===== src/hw/rtl/swmcd_pkg.sv =====
// Package for the switch matrix change detector.
// Holds matrix sizes, register codes and the input and event transfer types.
// No dependencies.
package swmcd_pkg;

  // Matrix geometry
  localparam int Columns = 8;
  localparam int Rows    = 8;
  localparam int RowSpan = 8;

  localparam int ColAddrW = $clog2(Columns);

  // Configuration port
  localparam int CfgAddrW = 4;
  localparam int CfgDataW = 64;

  // Register index codes (byte address is 8 times the index)
  localparam logic RegWatchMask = 1'b0;

  // Rows above Rows are dropped before compare and store
  localparam logic [RowSpan-1:0] RowMask = RowSpan'((1 << Rows) - 1);

  typedef struct packed {
    logic [2:0] column;
    logic [7:0] row_bits;
  } in_item_t;

  typedef struct packed {
    logic [2:0] event_column;
    logic [2:0] event_row;
    logic       switch_active;
    logic       last;
  } out_item_t;

endpackage


===== src/hw/rtl/switch_matrix_change_detector.sv =====
// Switch matrix change detector: per-column compare against the stored scan.
// Timing: an accepted column is compared in the cycle after its input transfer;
// its events are then registered in the event stage. Throughput: one event per cycle
// while out_stall_i is low; a column with events waits while the event stage is busy.
// Reset: watch mask cleared, stored scan reads as all zeros (per-column valid
// bits), no clearing pass. Depends on swmcd_pkg and swmcd_ram.
module switch_matrix_change_detector
  import swmcd_pkg::*;
(
  input  logic                clk_i,
  input  logic                rst_ni,
  // input column samples
  input  logic                in_valid_i,
  output logic                in_stall_o,
  input  in_item_t            in_data_i,
  // switch events
  output logic                out_valid_o,
  input  logic                out_stall_i,
  output out_item_t           out_data_o,
  // configuration
  input  logic                psel,
  input  logic                penable,
  input  logic                pwrite,
  input  logic [CfgAddrW-1:0] paddr,
  input  logic [CfgDataW-1:0] pwdata,
  output logic [CfgDataW-1:0] prdata,
  output logic                pready
);

  // ---------------------------------------------------------------------------
  // Configuration register
  // ---------------------------------------------------------------------------
  logic [63:0] watch_mask_q, watch_mask_d;
  logic        cfg_write;

  assign pready    = 1'b1;
  assign cfg_write = psel && penable && pwrite && (paddr[3] == RegWatchMask);
  assign prdata    = (paddr[3] == RegWatchMask) ? watch_mask_q : '0;

  always_comb begin
    watch_mask_d = watch_mask_q;
    if (cfg_write) begin
      watch_mask_d = pwdata;
    end
  end

  always_ff @(posedge clk_i or negedge rst_ni) begin
    if (!rst_ni) begin
      watch_mask_q <= '0;
    end else begin
      watch_mask_q <= watch_mask_d;
    end
  end

  // ---------------------------------------------------------------------------
  // Snapshot memory and per-column valid bits
  // ---------------------------------------------------------------------------
  logic                in_xfer;
  logic                ram_we;
  logic [ColAddrW-1:0] ram_waddr;
  logic [RowSpan-1:0]  ram_wdata;
  logic [RowSpan-1:0]  ram_rdata;
  logic [Columns-1:0]  col_vld_q, col_vld_d;

  assign in_xfer = in_valid_i && !in_stall_o;

  swmcd_ram #(
    .Width(RowSpan),
    .Depth(Columns)
  ) u_snap_ram (
    .clk_i  (clk_i),
    .we_i   (ram_we),
    .waddr_i(ram_waddr),
    .wdata_i(ram_wdata),
    .re_i   (in_xfer),
    .raddr_i(in_data_i.column[ColAddrW-1:0]),
    .rdata_o(ram_rdata)
  );

  // ---------------------------------------------------------------------------
  // Compare stage: previous scan, with bypass of the latest write
  // ---------------------------------------------------------------------------
  logic                s1_vld_q, s1_vld_d;
  logic [2:0]          s1_col_q;
  logic [RowSpan-1:0]  s1_now_q;
  logic                fwd_vld_q, fwd_vld_d;
  logic [ColAddrW-1:0] fwd_col_q;
  logic [RowSpan-1:0]  fwd_data_q;
  logic                s1_col_ok;
  logic [RowSpan-1:0]  s1_prev;
  logic [RowSpan-1:0]  s1_watch;
  logic [RowSpan-1:0]  s1_changed;
  logic                s1_move;
  logic                s2_take;

  assign s1_col_ok = (32'(s1_col_q) < Columns);
  assign s1_watch  = watch_mask_q[s1_col_q*RowSpan +: RowSpan];

  always_comb begin
    if (fwd_vld_q && (fwd_col_q == s1_col_q[ColAddrW-1:0])) begin
      s1_prev = fwd_data_q;
    end else if (col_vld_q[s1_col_q[ColAddrW-1:0]]) begin
      s1_prev = ram_rdata;
    end else begin
      s1_prev = '0;
    end
  end

  assign s1_changed = s1_col_ok ? ((s1_now_q ^ s1_prev) & s1_watch & RowMask) : '0;

  // The item leaves unless it has events and the event stage is still busy
  assign s1_move    = s1_vld_q && ((s1_changed == '0) || s2_take);
  assign in_stall_o = s1_vld_q && !s1_move;

  assign ram_we    = s1_move && s1_col_ok;
  assign ram_waddr = s1_col_q[ColAddrW-1:0];
  assign ram_wdata = s1_now_q;

  always_comb begin
    s1_vld_d  = s1_vld_q;
    fwd_vld_d = fwd_vld_q;
    col_vld_d = col_vld_q;
    if (s1_move) begin
      s1_vld_d = 1'b0;
    end
    if (in_xfer) begin
      s1_vld_d = 1'b1;
    end
    if (ram_we) begin
      fwd_vld_d            = 1'b1;
      col_vld_d[ram_waddr] = 1'b1;
    end
  end

  always_ff @(posedge clk_i or negedge rst_ni) begin
    if (!rst_ni) begin
      s1_vld_q  <= 1'b0;
      fwd_vld_q <= 1'b0;
      col_vld_q <= '0;
    end else begin
      s1_vld_q  <= s1_vld_d;
      fwd_vld_q <= fwd_vld_d;
      col_vld_q <= col_vld_d;
    end
  end

  // Payload of the compare stage and the bypass register
  always_ff @(posedge clk_i) begin
    if (in_xfer) begin
      s1_col_q <= in_data_i.column;
      s1_now_q <= in_data_i.row_bits & RowMask;
    end
    if (ram_we) begin
      fwd_col_q  <= ram_waddr;
      fwd_data_q <= ram_wdata;
    end
  end

  // ---------------------------------------------------------------------------
  // Event stage: one event per transfer, lowest pending row first
  // ---------------------------------------------------------------------------
  logic               s2_vld_q, s2_vld_d;
  logic [RowSpan-1:0] s2_pend_q, s2_pend_d;
  logic [2:0]         s2_col_q;
  logic [RowSpan-1:0] s2_now_q;
  logic [2:0]         s2_row;
  logic               s2_last;
  logic               out_xfer;
  logic               s2_load;

  // Priority encoder for the lowest pending row
  always_comb begin
    s2_row = '0;
    for (int r = RowSpan - 1; r >= 0; r--) begin
      if (s2_pend_q[r]) begin
        s2_row = 3'(r);
      end
    end
  end

  assign s2_last  = ((s2_pend_q & (s2_pend_q - 1'b1)) == '0);
  assign out_xfer = s2_vld_q && !out_stall_i;
  assign s2_take  = !s2_vld_q || (out_xfer && s2_last);
  assign s2_load  = s1_move && (s1_changed != '0);

  assign out_valid_o                = s2_vld_q;
  assign out_data_o.event_column    = s2_col_q;
  assign out_data_o.event_row       = s2_row;
  assign out_data_o.switch_active   = ~s2_now_q[s2_row];
  assign out_data_o.last            = s2_last;

  always_comb begin
    s2_vld_d  = s2_vld_q;
    s2_pend_d = s2_pend_q;
    if (out_xfer) begin
      s2_pend_d = s2_pend_q & (s2_pend_q - 1'b1);
      if (s2_last) begin
        s2_vld_d = 1'b0;
      end
    end
    if (s2_load) begin
      s2_vld_d  = 1'b1;
      s2_pend_d = s1_changed;
    end
  end

  always_ff @(posedge clk_i or negedge rst_ni) begin
    if (!rst_ni) begin
      s2_vld_q  <= 1'b0;
      s2_pend_q <= '0;
    end else begin
      s2_vld_q  <= s2_vld_d;
      s2_pend_q <= s2_pend_d;
    end
  end

  always_ff @(posedge clk_i) begin
    if (s2_load) begin
      s2_col_q <= s1_col_q;
      s2_now_q <= s1_now_q;
    end
  end

endmodule


===== src/hw/rtl/swmcd_ram.sv =====
// Generic single-write, single-read synchronous RAM with registered read data.
// Read returns the old contents when read and write hit the same address.
// No dependencies.
module swmcd_ram #(
  parameter int Width = 8,
  parameter int Depth = 8
) (
  input  logic                     clk_i,
  input  logic                     we_i,
  input  logic [$clog2(Depth)-1:0] waddr_i,
  input  logic [Width-1:0]         wdata_i,
  input  logic                     re_i,
  input  logic [$clog2(Depth)-1:0] raddr_i,
  output logic [Width-1:0]         rdata_o
);

  logic [Width-1:0] mem_q [Depth];
  logic [Width-1:0] rdata_q;

  // Write port
  always_ff @(posedge clk_i) begin
    if (we_i) begin
      mem_q[waddr_i] <= wdata_i;
    end
  end

  // Registered read port, holds when not enabled
  always_ff @(posedge clk_i) begin
    if (re_i) begin
      rdata_q <= mem_q[raddr_i];
    end
  end

  assign rdata_o = rdata_q;

endmodule


===== config.mk =====
export PLATFORM = sky130hd
export DESIGN_NAME = switch_matrix_change_detector
export DESIGN_NICKNAME = d
export VERILOG_FILES = /design/src/hw/rtl/swmcd_pkg.sv /design/src/hw/rtl/switch_matrix_change_detector.sv /design/src/hw/rtl/swmcd_ram.sv
export SDC_FILE = /design/constraint.sdc
export NUM_CORES = 1
export LEC_CHECK = 0
export BUFFER_PORTS_ARGS = -buffer_cell sky130_fd_sc_hd__buf_2
export CAP_MARGIN = 20
export CORE_MARGIN = 4
export CORE_UTILIZATION = 60
export CTS_BUF_LIST = sky130_fd_sc_hd__clkbuf_16
export CTS_CLUSTER_DIAMETER = 80
export DETAILED_ROUTE_END_ITERATION = 10
export PLACE_DENSITY = 0.85
export SYNTH_ARGS = -nofsm -noshare
export SYNTH_HDL_FRONTEND = slang
export SYNTH_SLANG_ARGS = --single-unit

===== constraint.sdc =====
create_clock -name clk_i -period 8.5 [get_ports clk_i]
set_input_delay 0 -clock clk_i [delete_from_list [all_inputs] [get_ports clk_i]]
set_output_delay 0 -clock clk_i [all_outputs]
set_load 0.02 [all_outputs]

### Yosys cells after proc, flatten, opt, wreduce, memory -nomap -nowiden

Memories as Yosys holds them, arrays and structs flattened. A register that Yosys moved wholly into a read port is not among the register bits.
Cells that the tools add are included.
Widths: inputs -> output; s select.

| operators by class | value |
|---|---|
| mux-type cells | 26 |
| magnitude comparators | 3 |
| reduce and logical (&&, ||, !) cells | 24 |
| eq/ne operators | 1 |
| bitwise gates (word level) | 6 |
| add/subtract/negate cells | 1 |
| shifts and indexed selects | 1 |
| multiply operators | 0 |
| divide/modulo/power cells | 0 |

Operators with widths:

| cell | count |
|---|---|
| $mux 64 | 1 |
| $shiftx 64x7->8 | 1 |
| $mux 8 | 4 |
| $mux 3 | 8 |
| $and 8x8->8 | 2 |
| $logic_not 8->1 | 2 |
| $logic_and 1x1->1 | 11 |
| $mux 1 | 10 |
| $lt 3x4->1 const B | 2 |
| $or 8x8->8 | 1 |
| $reduce_bool 8->1 | 1 |
| $sub 8x1->8 const B | 1 |
| $xor 8x8->8 | 1 |
| $bmux 1 s3 | 2 |
| $reduce_bool 2->1 | 3 |
| $logic_not 1->1 | 4 |
| $demux 1 s3 | 1 |
| $eq 3x3->1 | 1 |
| $ge 3x1->1 const B | 1 |
| $logic_or 1x1->1 | 2 |
| $not 1->1 | 2 |
| $reduce_and 2->1 | 1 |

| word-level totals | value |
|---|---|
| output and inout port bits | 75 |
| memories | 1 |
| logic and storage cells | 75 |
| bits in latches | 0 |
| bits in registers | 116 |
| input port bits | 86 |
| bits in read-only memories | 0 |
| RAM bits | 64 |

Memory list:

| memory | depth | width | read ports | clocked after memory_dff | wr ports | RTL line | RTL |
|---|---|---|---|---|---|---|---|
| u_snap_ram.mem_q | 8 | 8 | 1 | 1 | 1 | swmcd_ram.sv:17 | `logic [Width-1:0] mem_q [Depth];` |

### Longest topological paths before layout

Gate-level depths: netlist of run 1.

| depth | value |
|---|---|
| depth after elaboration | 14 |
| gate-level depth with buffers | 12 |
| mapped depth without buffers | 8 |

### Hierarchy

Synthesis of run 1 repeated with hierarchy kept, for this count alone.

| second synthesis, totals | value |
|---|---|
| cell total of the unflattened synthesis | 597 |
| area total of the unflattened synthesis | 8680.8 µm² |

Modules (own cells, without submodules):

| module | sequential area each (µm²) | cells an instance | area an instance (µm²) | times used |
|---|---|---|---|---|
| switch_matrix_change_detector | 3067.9 | 483 | 5909.4 | 1 |
| swmcd_ram | 2162.1 | 114 | 2771.4 | 1 |

### Least setup slack after synthesis of run 1

Ideal clock, no wire load.

| timing | value |
|---|---|
| path type | reg2reg |
| from | register s1_col_q[0], in the netlist ram_waddr[0] |
| to | register s1_col_q[0], in the netlist ram_waddr[0] (enable) |
| setup slack | 4.844 ns |
| setup time | 0.407 ns |
| arrival time | 3.249 ns |
| data required time | 8.093 ns |
| period minus slack after synthesis | 3.656 ns |
| buffers on the path | 2 |
| cell stages (with the launch flop) | 11 |
| cells stage by stage | edfxtp_1 > buf_6 > buf_4 > mux2i_1 > o22a_1 > a21oi_4 > a22oi_1 > mux2i_1 > a2111oi_4 > nand2_1 > a31oi_1 |

| between the ends | value |
|---|---|
| cells in the longest elaborated chain, start to end | 13 |
| elaborated cells between the ends (all ways) | 16 |
| those cells by class | eq/ne: 1; shift: 1; mux: 4; bitwise: 2; reduce/logical: 8 |

RTL lines:

| item | RTL line | RTL |
|---|---|---|
| start, declared | switch_matrix_change_detector.sv:84 | `logic [2:0] s1_col_q;` |
| start signal, assigned | switch_matrix_change_detector.sv:150 | `s1_col_q <= in_data_i.column;` |
| $bmux 1 s3 | switch_matrix_change_detector.sv:102 | `end else if (col_vld_q[s1_col_q[ColAddrW-1:0]]) begin` |
| $mux 1 (not written as such) | switch_matrix_change_detector.sv:102 |  |
| $mux 8 | switch_matrix_change_detector.sv:102 |  |
| $mux 8 | switch_matrix_change_detector.sv:100 | `if (fwd_vld_q && (fwd_col_q == s1_col_q[ColAddrW-1:0])) begin` |
| $xor 8x8->8 | switch_matrix_change_detector.sv:109 | `assign s1_changed = s1_col_ok ? ((s1_now_q ^ s1_prev) & s1_watch & RowMask) : '0;` |
| $and 8x8->8 * | switch_matrix_change_detector.sv:109 |  |
| $logic_not 8->1 * | switch_matrix_change_detector.sv:112 | `assign s1_move = s1_vld_q && ((s1_changed == '0) \|\| s2_take);` |
| $logic_or 1x1->1 * | switch_matrix_change_detector.sv:112 |  |
| $logic_and 1x1->1 * | switch_matrix_change_detector.sv:112 |  |
| $logic_not 1->1 * | switch_matrix_change_detector.sv:113 | `assign in_stall_o = s1_vld_q && !s1_move;` |
| $logic_and 1x1->1 * | switch_matrix_change_detector.sv:113 |  |
| $logic_not 1->1 * | switch_matrix_change_detector.sv:65 | `assign in_xfer = in_valid_i && !in_stall_o;` |
| $logic_and 1x1->1 * | switch_matrix_change_detector.sv:65 |  |
| via in_xfer | switch_matrix_change_detector.sv:58 | `logic in_xfer;` |

Mark *: on every way through the listed nets, which the timed path passes. The rest lies on a longest branch. The select of a mux whose other input is x is not followed.
A chain may end at the register's enable or synchronous reset.

### Final worst setup path of run 1

| timing | value |
|---|---|
| from | register s1_col_q[1], in the netlist ram_waddr[1] |
| to | register fwd_data_q[3] (enable) |

| between the ends | value |
|---|---|
| cells in the longest elaborated chain, start to end | 9 |
| elaborated cells between the ends (all ways) | 12 |
| those cells by class | eq/ne: 1; shift: 1; mux: 4; bitwise: 2; reduce/logical: 4 |

RTL lines:

| item | RTL line | RTL |
|---|---|---|
| $bmux 1 s3 | switch_matrix_change_detector.sv:102 |  |
| $mux 1 (not written as such) | switch_matrix_change_detector.sv:102 |  |
| $mux 8 | switch_matrix_change_detector.sv:102 |  |
| $mux 8 | switch_matrix_change_detector.sv:100 |  |
| $xor 8x8->8 | switch_matrix_change_detector.sv:109 |  |
| $and 8x8->8 * | switch_matrix_change_detector.sv:109 |  |
| $logic_not 8->1 * | switch_matrix_change_detector.sv:112 |  |
| $logic_or 1x1->1 * | switch_matrix_change_detector.sv:112 |  |
| $logic_and 1x1->1 * | switch_matrix_change_detector.sv:112 |  |
| via ram_we | switch_matrix_change_detector.sv:59 | `logic ram_we;` |
| end signal, assigned | switch_matrix_change_detector.sv:155 | `fwd_data_q <= ram_wdata;` |
| end, declared | switch_matrix_change_detector.sv:88 | `logic [RowSpan-1:0] fwd_data_q;` |

Marked as above.

==> results.py, run 1 <==
metrics = {
    "status": {
        "status": "completed",
    },
    "critical_path": {
        "slowest_delay_ps": 820,
        "slowest_stage": "nor2_1",
        "r2r_end": "fwd_data_q[3]",
        "rrSetupSlack_ps": 4260,
        "cp.arrival_ps": 4300,
        "path_class": "flip-flop to flip-flop",
        "reg2regPathDepth": 9,
        "critPathLaunchType": "flip-flop",
        "crit_buf_inv": 1,
        "rr_startpoint": "ram_waddr[1]",
        "cp-end-kind": "flip-flop",
        "crit_family": "simple AND/OR/NAND/NOR gates",
        "cp_cell_sequence": "buf_4 -> xnor2_1 -> and4_1 -> a21oi_4 -> a22oi_1 -> mux2i_1 -> a2111oi_4 -> a21boi_4 -> nor2_1",
        "worst-path-max-fanout": 20,
        "required_ps": 8560,
    },
    "global_route": {
        "grt_max_degree": 66,
        "grt_pass1_wl_um": 34910,
        "antenna_found_initial": 0,
        "grtUsageTotal_pct": 28.88,
        "grt_overflow": 0,
        "grt_pass1_vias": 6153,
    },
    "cells_and_area": {
        "fillers": 737,
        "final_cells": 969,
        "drive_above_1_share_pct": 39.92,
        "diodes": 0,
        "final_nets": 862,
        "final_core_util_pct": 77.56,
        "multi_input_area_mm2": 0.003054,
        "syn_to_final_growth_pct": 26.75,
        "regArea_mm2": 0.005230,
    },
    "hold_path": {
        "hold_class": "primary input to flip-flop",
        "hold-path-cell-count": 1,
        "hp-start": "in_data_i[9]",
        "holdPathEnd": "ram_waddr[1]",
    },
    "logic_synthesis": {
        "ys_types": 52,
        "avgSynthCellArea_um2": 15.36,
        "synth.largest_area_cell": "edfxtp_1",
        "yosys_warnings": 0,
        "synth_area_leaders": "edfxtp_1 (37%), dfrtp_1 (24%), mux2_2 (11%), mux4_2 (5.3%), nor2b_1 (4.8%)",
        "yosysSeqAreaShare_pct": 61.57,
        "synthMuxAreaShare_pct": 20.58,
        "synth_adder_area_share_pct": 0.2357,
        "async_flop_share_pct": 44.15,
        "synthMostInstantiatedCell": "edfxtp_1",
        "synth_ff_type": "edfxtp_1",
        "synthXorXnorAreaFrac_pct": 0.5155,
        "synthesis.area_mm2": 0.008494,
        "synth-simple-area-share_pct": 8.646,
        "ys_top_cells_by_count": "edfxtp_1 (105), dfrtp_1 (83), mux2_2 (83)",
        "synth_top_family_by_area": "multiplexers",
        "synth_cells": 553,
        "synth_edf_count": 105,
        "synth_seq_cells": 188,
        "synth_nets": 639,
        "synth-compound-area-share_pct": 5.862,
        "synth_top_area_share_pct": 37.12,
    },
    "clocking": {
        "clk_pin_slew_ps": 70,
        "htreeDepth": 4,
        "cts_setup_buffers": 0,
        "clk_path_buf_depth": 2,
        "cts_tree": "yes",
        "cts_root_buf": "clkbuf_16",
        "clock_sinks": 188,
        "numCtsBuffers": 17,
        "clk_latency_ps": 440,
    },
    "power": {
        "power_frac_clock_pct": 25.8,
        "power.density_mw_per_mm2": 299.9,
        "vdd_drop_max_v": 0.0002015,
        "leakage_nw": 4.401,
        "switchingPower_mw": 1.120,
        "p_int_mw": 2.109,
        "netSwitchingFraction_pct": 34.69,
        "p_comb_share_pct": 31.1,
        "power_frac_seq_pct": 43.1,
    },
    "placed_design": {
        "placedCellCount": 860,
        "gp_congestion": 0.7870,
        "io_buffers": 156,
        "dp_slack_ps": 4534,
        "dpl.hpwl_um": 13050,
    },
    "timing": {
        "slew_violations": 0,
        "fin_crit_ps": 4238,
        "rsz0062_at_grt": "false",
        "relSlewSlack_pct": 30.22,
        "setup_viol": 0,
        "fmax_ghz": 0.2360,
        "skew_ps": 9.911,
        "fin_ws_ps": 4262,
        "finalCritPeriodShare_pct": 49.86,
        "tns_ps": 0,
        "max_slew.worst_pin.slew_ps": 1041,
        "hold_violations": 0,
    },
    "floorplan": {
        "fp.dieW_um": 127.0,
        "die_area_mm2": 0.01613,
        "ios": 161,
        "start_util_pct": 61.20,
        "rows": 43,
        "core_mm2": 0.01388,
        "die_y_um": 127.0,
    },
    "job": {
        "cap_violations": 0,
    },
    "drt": {
        "detail-route-antenna-nets": 0,
        "routed-via-count": 5878,
        "drt_iter0_markers": 581,
        "firstDrtPassIters": 6,
        "avgRoutedWirePerCell_um": 23.92,
        "drcViolationCount": 0,
        "drt_wl_total_um": 23180,
        "post_drt_via_cell_ratio": 6.066,
    },
}
cell type report:
class	instances	share of cell area (%)
clock buffer	17	3.951
clock inverter	15	1.755
inverter	9	0.3138
multi-input combinational	321	28.37
sequential	188	48.58
tap	180	2.092
timing repair buffer	239	14.94
metal layers:
metal | GRT usage, % | routed length, µm
met1 | 36.59 | 8348
met2 | 48.97 | 12070
met3 | 5.853 | 1807
met4 | 12.18 | 949
met5 | 0 | 0
power groups by stage:
stage	combinational, mW	sequential, mW	clock (mW)
2_1_floorplan	0.723	1.32	0
3_3_place_gp	0.913	1.37	0
3_5_place_dp	0.939	1.38	0
4_1_cts	0.981	1.37	0.830
5_1_grt	1.07	1.41	0.884
6_report	1.01	1.39	0.832
layout by cell type (no fill, tap or decap), types with 4 or more instances in the layout:
master / instances
nor2_1: 13
mux4_1: 10
nor2b_1: 65
o21ai_1: 5
mux4_2: 20
dlygate4sd3_1: 76
nor2_2: 8
edfxtp_1: 105
o21bai_1: 9
mux2_2: 83
dfrtp_1: 83
nand2_1: 26
clkbuf_16: 17
buf_2: 155
o31ai_1: 4
a21oi_1: 4
inv_1: 9
mux2i_1: 10
o21ai_0: 4
buf_4: 7
nand2b_1: 8
xnor2_1: 5
nand3_1: 4
a22oi_1: 7
kinds of logic after synthesis:
group / Yosys count
compound gates: 57
xor+xnor: 5
fa+ha+maj: 2
buf+inv: 44
flops: 188
mux: 123
other cells: 1
simple gates: 133
sequential cells by signal (all words and copies together), names as in the netlist:
name                cells
fwd_data_q              8
s2_pend_q               8
u_snap_ram.mem_q       64
ram_waddr               3
s2_col_q                3
s2_now_q                8
u_snap_ram.rdata_o      8
ram_wdata               8
fwd_col_q               3
out_valid_o             1
watch_mask_q           64
fwd_vld_q               1
col_vld_q               8
s1_vld_q                1
per-stage QoR:
step | hold slack (ps) | instance area (µm²) | power, mW
floorplan | -295.6 | 8494 | 2.047
global placement | -99.47 | 9371 | 2.278
detailed placement | -95.51 | 9371 | 2.323
CTS | 47.50 | 10750 | 3.182
global route | 60.20 | 10770 | 3.362
finish | 66.66 | 10770 | 3.229
repair_timing:
action                    in CTS  in global routing
hold buffers                  76                  0
resized for setup              0                  0
hold endpoints to repair      95                  0
worst max-delay path by stage:
stage,startpoint,slack [ps],cells after the start,to
finish,ram_waddr[1],4260,9,fwd_data_q[3]
global placement,ram_waddr[1],4680,9,fwd_data_q[1]
global route,ram_waddr[1],4100,9,fwd_col_q[0]
detailed placement,ram_waddr[1],4530,9,fwd_data_q[1]
CTS,ram_waddr[1],4450,9,fwd_col_q[0]
floorplan,ram_waddr[0],4840,10,ram_waddr[0]
Note: power is estimated with default switching activity, not from simulation.
==> run 2, diff against run 1 <==
- CORE_UTILIZATION: 60 -> 56
- PLACE_DENSITY: 0.85 -> 0.81
- clock period: 8.5 -> 3.9 ns (I/O delays scaled with it)
==> run 2 against run 1 <==
Net effect: utilization down 4.3 points; clock skew down 0.87 ps; die area up 6.7%; critical path depth down 2; critical path type unchanged.
==> results.py, run 2 (same netlist as run 1, synthesis figures left out) <==
metrics = {
    "clocking": {
        "cts_tree": "yes",
        "cts_hold_buf": 75,
        "clk_path_buf_depth": 2,
        "cts-resized-gates": 0,
        "cts_root_buf": "clkbuf_16",
        "clk_pin_slew_ps": 70,
        "clk_latency_ps": 430,
        "htreeDepth": 4,
        "cts_setup_buffers": 0,
        "clock_sinks": 188,
        "numCtsBuffers": 17,
    },
    "floorplan": {
        "fp.dieW_um": 131.2,
        "ios": 161,
        "rows": 44,
        "die_area_mm2": 0.01720,
        "core_mm2": 0.01470,
        "die_y_um": 131.2,
        "start_util_pct": 57.79,
    },
    "critical_path": {
        "critPathLaunchType": "flip-flop",
        "cp_cell_sequence": "mux4_1 -> mux2_2 -> nand2b_1 -> mux2i_1 -> a2111oi_4 -> a21boi_4 -> nor2_1",
        "reg2regPathDepth": 7,
        "crit_family": "multiplexers",
        "r2r_end": "fwd_col_q[0]",
        "rrSetupSlack_ps": 180,
        "slowest_delay_ps": 810,
        "worst-path-max-fanout": 14,
        "rr_startpoint": "ram_waddr[1]",
        "required_ps": 3960,
        "path_class": "flip-flop to flip-flop",
        "cp.arrival_ps": 3780,
        "cp-end-kind": "flip-flop",
        "crit_buf_inv": 0,
        "slowest_stage": "edfxtp_1",
    },
    "drt": {
        "firstDrtPassIters": 5,
        "drt_iter0_markers": 481,
        "detail-route-antenna-nets": 0,
        "drcViolationCount": 0,
        "post_drt_via_cell_ratio": 5.798,
        "avgRoutedWirePerCell_um": 22.52,
        "drt_wl_total_um": 22040,
        "routed-via-count": 5676,
    },
    "timing": {
        "slew_violations": 0,
        "max_slew.worst_pin.slew_ps": 1017,
        "skew_ps": 9.043,
        "fmax_ghz": 0.2686,
        "hold_violations": 0,
        "fin_ws_ps": 176.3,
        "tns_ps": 0,
        "rsz0062_at_grt": "false",
        "fin_crit_ps": 3724,
        "relSlewSlack_pct": 31.78,
        "finalCritPeriodShare_pct": 95.48,
        "setup_viol": 0,
    },
    "hold_path": {
        "holdPathEnd": "s2_pend_q[0]",
        "hold-path-cell-count": 5,
        "hp-start": "out_stall_i",
        "hold_class": "primary input to flip-flop",
    },
    "placed_design": {
        "gp_congestion": 0.8576,
        "io_buffers": 156,
        "dp_slack_ps": 303.6,
        "dpl.hpwl_um": 13380,
    },
    "job": {
        "cap_violations": 0,
    },
    "global_route": {
        "grt_pass1_vias": 6201,
        "grt_overflow": 0,
        "grtUsageTotal_pct": 25.70,
        "antenna_found_initial": 0,
        "grt_max_degree": 84,
        "grt_pass1_wl_um": 34360,
    },
    "cells_and_area": {
        "mostFrequentLayoutCell": "buf_2",
        "final_core_util_pct": 73.31,
        "diodes": 0,
        "drive_above_1_share_pct": 40.38,
        "fillers": 816,
        "syn_to_final_growth_pct": 26.85,
        "mostFrequentLayoutCells": "buf_2 (155), edfxtp_1 (105), mux2_2 (83), dfrtp_1 (83), dlygate4sd3_1 (76)",
        "top_regs": "u_snap_ram.mem_q: 64 flops, watch_mask_q: 64 flops",
        "final_nets": 868,
    },
    "power": {
        "vdd_drop_max_v": 0.0004885,
        "leakage_nw": 4.404,
        "power.density_mw_per_mm2": 633.7,
    },
    "status": {
        "status": "completed",
    },
}
-- run 2: metal layers --
metal / vias to the layer above / track usage, % / share of wire (%)
met4: 0 / 9.043 / 3.5
met1: 2834 / 32.12 / 39
met3: 59 / 5.887 / 6.3
met2: 257 / 44.50 / 52
li1: 2526 / - / -
met5: - / 0 / 0
-- run 2: final cells by class --
class / count / area (µm²) / share of cell area [%]
clock buffers: 17 / 425.4 / 3.948
flip-flops and latches: 188 / 5230 / 48.54
well taps: 184 / 230.2 / 2.137
inverters: 9 / 33.78 / 0.3135
clock inverters: 15 / 127.6 / 1.184
repair buffers: 245 / 1674 / 15.54
multi-input cells: 321 / 3054 / 28.34
-- run 2: tightest hold or removal path, delay by kind of cell --
family / cells / cell delay [ps]
simple gates: 2 / 200
compound gates: 1 / 100
buf+inv: 2 / 120
-- run 2: worst max path at each step --
stage | start | end | slack (ps) | depth (start not counted)
floorplan | ram_waddr[0] | ram_waddr[0] | 240 | 10
global placement | ram_waddr[1] | fwd_data_q[4] | 410 | 7
detailed placement | ram_waddr[1] | fwd_data_q[4] | 300 | 7
CTS | ram_waddr[1] | fwd_data_q[1] | 300 | 8
global route | ram_waddr[1] | fwd_data_q[1] | 90 | 7
finish | ram_waddr[1] | fwd_col_q[0] | 180 | 7
-- run 2: report_power, final --
part	internal [mW]	switching, mW
clock network	0.836	0.785
logic	0.937	1.26
registers	2.67	0.344
-- run 2: stage by stage --
| stage | area, µm² | instances | power, mW | hold WS, ps |
|---|---|---|---|---|
| final | 10780 | 979 | 6.828 | 42.13 |
| after global routing | 10780 | 979 | 7.139 | 50.73 |
| after CTS | 10740 | 977 | 6.780 | 26.17 |
| after detailed placement | 9434 | 870 | 5.119 | 178.2 |
| after global placement | 9434 | 870 | 5.023 | 178.7 |
| after floorplan | 8494 | 553 | 4.462 | -295.6 |
==> run 3, diff against run 2 <==
- PLACE_DENSITY: 0.81 -> 0.91
==> run 3 against run 2 <==
Net effect: combinational power up 10%; critical endpoint is now u_snap_ram.mem_q[7][3]; critical path depth rose by 2; first-iteration DRC count up 92%; non-clock buffer count rose by 8; highest routed layer is now met5; largest power group unchanged.
==> results.py, run 3 (same netlist as run 1, synthesis figures left out) <==
metrics = {
    "global_route": {
        "grt_pass1_wl_um": 39740,
        "grt_pass1_vias": 6653,
        "grt_max_degree": 84,
        "grtUsageTotal_pct": 30.33,
        "grt_overflow": 0,
        "antenna_found_initial": 1,
    },
    "floorplan": {
        "die_area_mm2": 0.01720,
        "ios": 161,
        "die_y_um": 131.2,
        "core_mm2": 0.01470,
        "fp.dieW_um": 131.2,
        "rows": 44,
        "start_util_pct": 57.79,
    },
    "timing": {
        "finalCritPeriodShare_pct": 92.02,
        "setup_viol": 0,
        "fmax_ghz": 0.2787,
        "hold_slack_ps": 52.01,
        "max_slew.worst_pin.slew_ps": 846.2,
        "hold_violations": 0,
        "relSlewSlack_pct": 43.59,
        "fin_crit_ps": 3589,
        "tns_ps": 0,
        "rsz0062_at_grt": "false",
        "slew_violations": 0,
        "skew_ps": 15.19,
    },
    "clocking": {
        "numCtsBuffers": 17,
        "htreeDepth": 4,
        "cts_root_buf": "clkbuf_16",
        "cts_tree": "yes",
        "clk_pin_slew_ps": 80,
        "clock_sinks": 188,
        "clk_latency_ps": 450,
        "clk_path_buf_depth": 2,
    },
    "critical_path": {
        "rrSetupSlack_ps": 310,
        "critPathLaunchType": "flip-flop",
        "cp_cell_sequence": "buf_4 -> mux4_1 -> mux2_2 -> nand2_1 -> mux2i_1 -> a2111oi_4 -> a21boi_4 -> buf_4 -> nor2_2",
        "crit_path_frequent_cell": "buf_4",
        "slowest_delay_ps": 610,
        "cp-end-kind": "flip-flop",
        "worst-path-max-fanout": 17,
        "r2r_end": "u_snap_ram.mem_q[7][3]",
        "slowest_stage": "mux4_1",
        "cp.arrival_ps": 3670,
        "path_class": "flip-flop to flip-flop",
        "reg2regPathDepth": 9,
        "required_ps": 3980,
        "rr_startpoint": "ram_waddr[1]",
    },
    "power": {
        "power.density_mw_per_mm2": 672.6,
        "vdd_drop_max_v": 0.0003789,
        "leakage_nw": 4.497,
    },
    "cells_and_area": {
        "drive_above_1_share_pct": 40.97,
        "mostFrequentLayoutCells": "buf_2 (155), edfxtp_1 (105), mux2_2 (83), dfrtp_1 (83), dlygate4sd3_1 (76)",
        "final_nets": 876,
        "top_regs": "u_snap_ram.mem_q: 64 flops, watch_mask_q: 64 flops",
        "diodes": 0,
        "mostFrequentLayoutCell": "buf_2",
        "syn_to_final_growth_pct": 28.59,
    },
    "status": {
        "status": "completed",
    },
    "job": {
        "cap_violations": 0,
    },
    "hold_path": {
        "hold-path-cell-count": 5,
        "hp-start": "out_stall_i",
        "holdPathEnd": "s2_pend_q[3]",
        "hold_class": "primary input to flip-flop",
    },
    "drt": {
        "avgRoutedWirePerCell_um": 28.58,
        "routed-via-count": 6419,
        "post_drt_via_cell_ratio": 6.504,
        "drcViolationCount": 0,
        "detail-route-antenna-nets": 0,
        "firstDrtPassIters": 5,
        "drt_iter0_markers": 923,
        "drt_wl_total_um": 28210,
    },
    "placed_design": {
        "io_buffers": 156,
        "gp_congestion": 0.8739,
        "dpl.hpwl_um": 13740,
    },
}
==> run 3: cell count changes in the layout (fill, tap and decap cells not counted), moves of 2 or more <==
cell        previous run  this run
buf_4                 12        18
bufinv_16              0         3
inv_8                  4         1
buf_12                 1         3
inv_1                  9        11
clkinvlp_4             4         0
clkinv_4               2         5
==> run 3: final cells by class <==
type | count | area [µm²]
Clock buffer | 17 | 425.4
Clock inverter | 15 | 187.7
Timing Repair Buffer | 253 | 1759
Sequential cell | 188 | 5230
Multi-Input combinational cell | 321 | 3057
Fill cell | 725 | 3776
Tap cell | 184 | 230.2
Inverter | 9 | 33.78
==> run 3: power breakdown <==
part | internal, mW | total, mW | switching, mW
clock | 1.02 | 1.86 | 0.840
sequential | 2.67 | 3.07 | 0.400
combinational | 0.998 | 2.42 | 1.42
==> run 3: worst max path at each step <==
stage / start / end / slack [ps] / depth (start not counted)
global placement: ram_waddr[1] / fwd_col_q[2] / 360 / 9
detailed placement: ram_waddr[0] / fwd_col_q[2] / 240 / 9
CTS: ram_waddr[0] / fwd_data_q[6] / 170 / 9
floorplan: ram_waddr[0] / ram_waddr[0] / 240 / 10
finish: ram_waddr[1] / u_snap_ram.mem_q[7][3] / 310 / 9
global route: ram_waddr[1] / u_snap_ram.mem_q[7][3] / 200 / 11
==> run 3: critical path, delay by kind of cell (launching register included) <==
family | cells | cell delay (ps)
simple gates | 2 | 570
compound gates | 2 | 600
mux | 3 | 1130
buf+inv | 2 | 460
flops | 1 | 450
==> run 3: metal layers <==
| layer | vias up | track usage (%) | share of wire, % |
|---|---|---|---|
| met5 | - | 0 | 0.046 |
| met1 | 3099 | 35.64 | 34 |
| met3 | 171 | 8.257 | 10 |
| met2 | 601 | 51.09 | 49 |
| met4 | 2 | 16.51 | 7.8 |
| li1 | 2546 | - | - |
==> run 3: stage by stage <==
stage | setup WS (ps) | power (mW) | instances | util (%) | instance area, µm²
6_report | 311.4 | 7.347 | 987 | 74.31 | 10920
5_1_grt | 202.4 | 7.565 | 987 | 74.31 | 10920
4_1_cts | 166.6 | 7.046 | 977 | 73.54 | 10810
3_5_place_dp | 240.3 | 5.172 | 870 | 64.27 | 9447
3_3_place_gp | 363.8 | 5.045 | 870 | 64.27 | 9447
2_1_floorplan | 244.1 | 4.462 | 553 | - | 8494
==> run 3: what timing repair did <==
item / CTS / global route
endpoints found under the setup margin: 0 / 94
endpoints found under the hold margin: 157 / 8
buffers inserted: 0 / 8
gates resized for setup: 0 / 1
hold buffers: 75 / 1
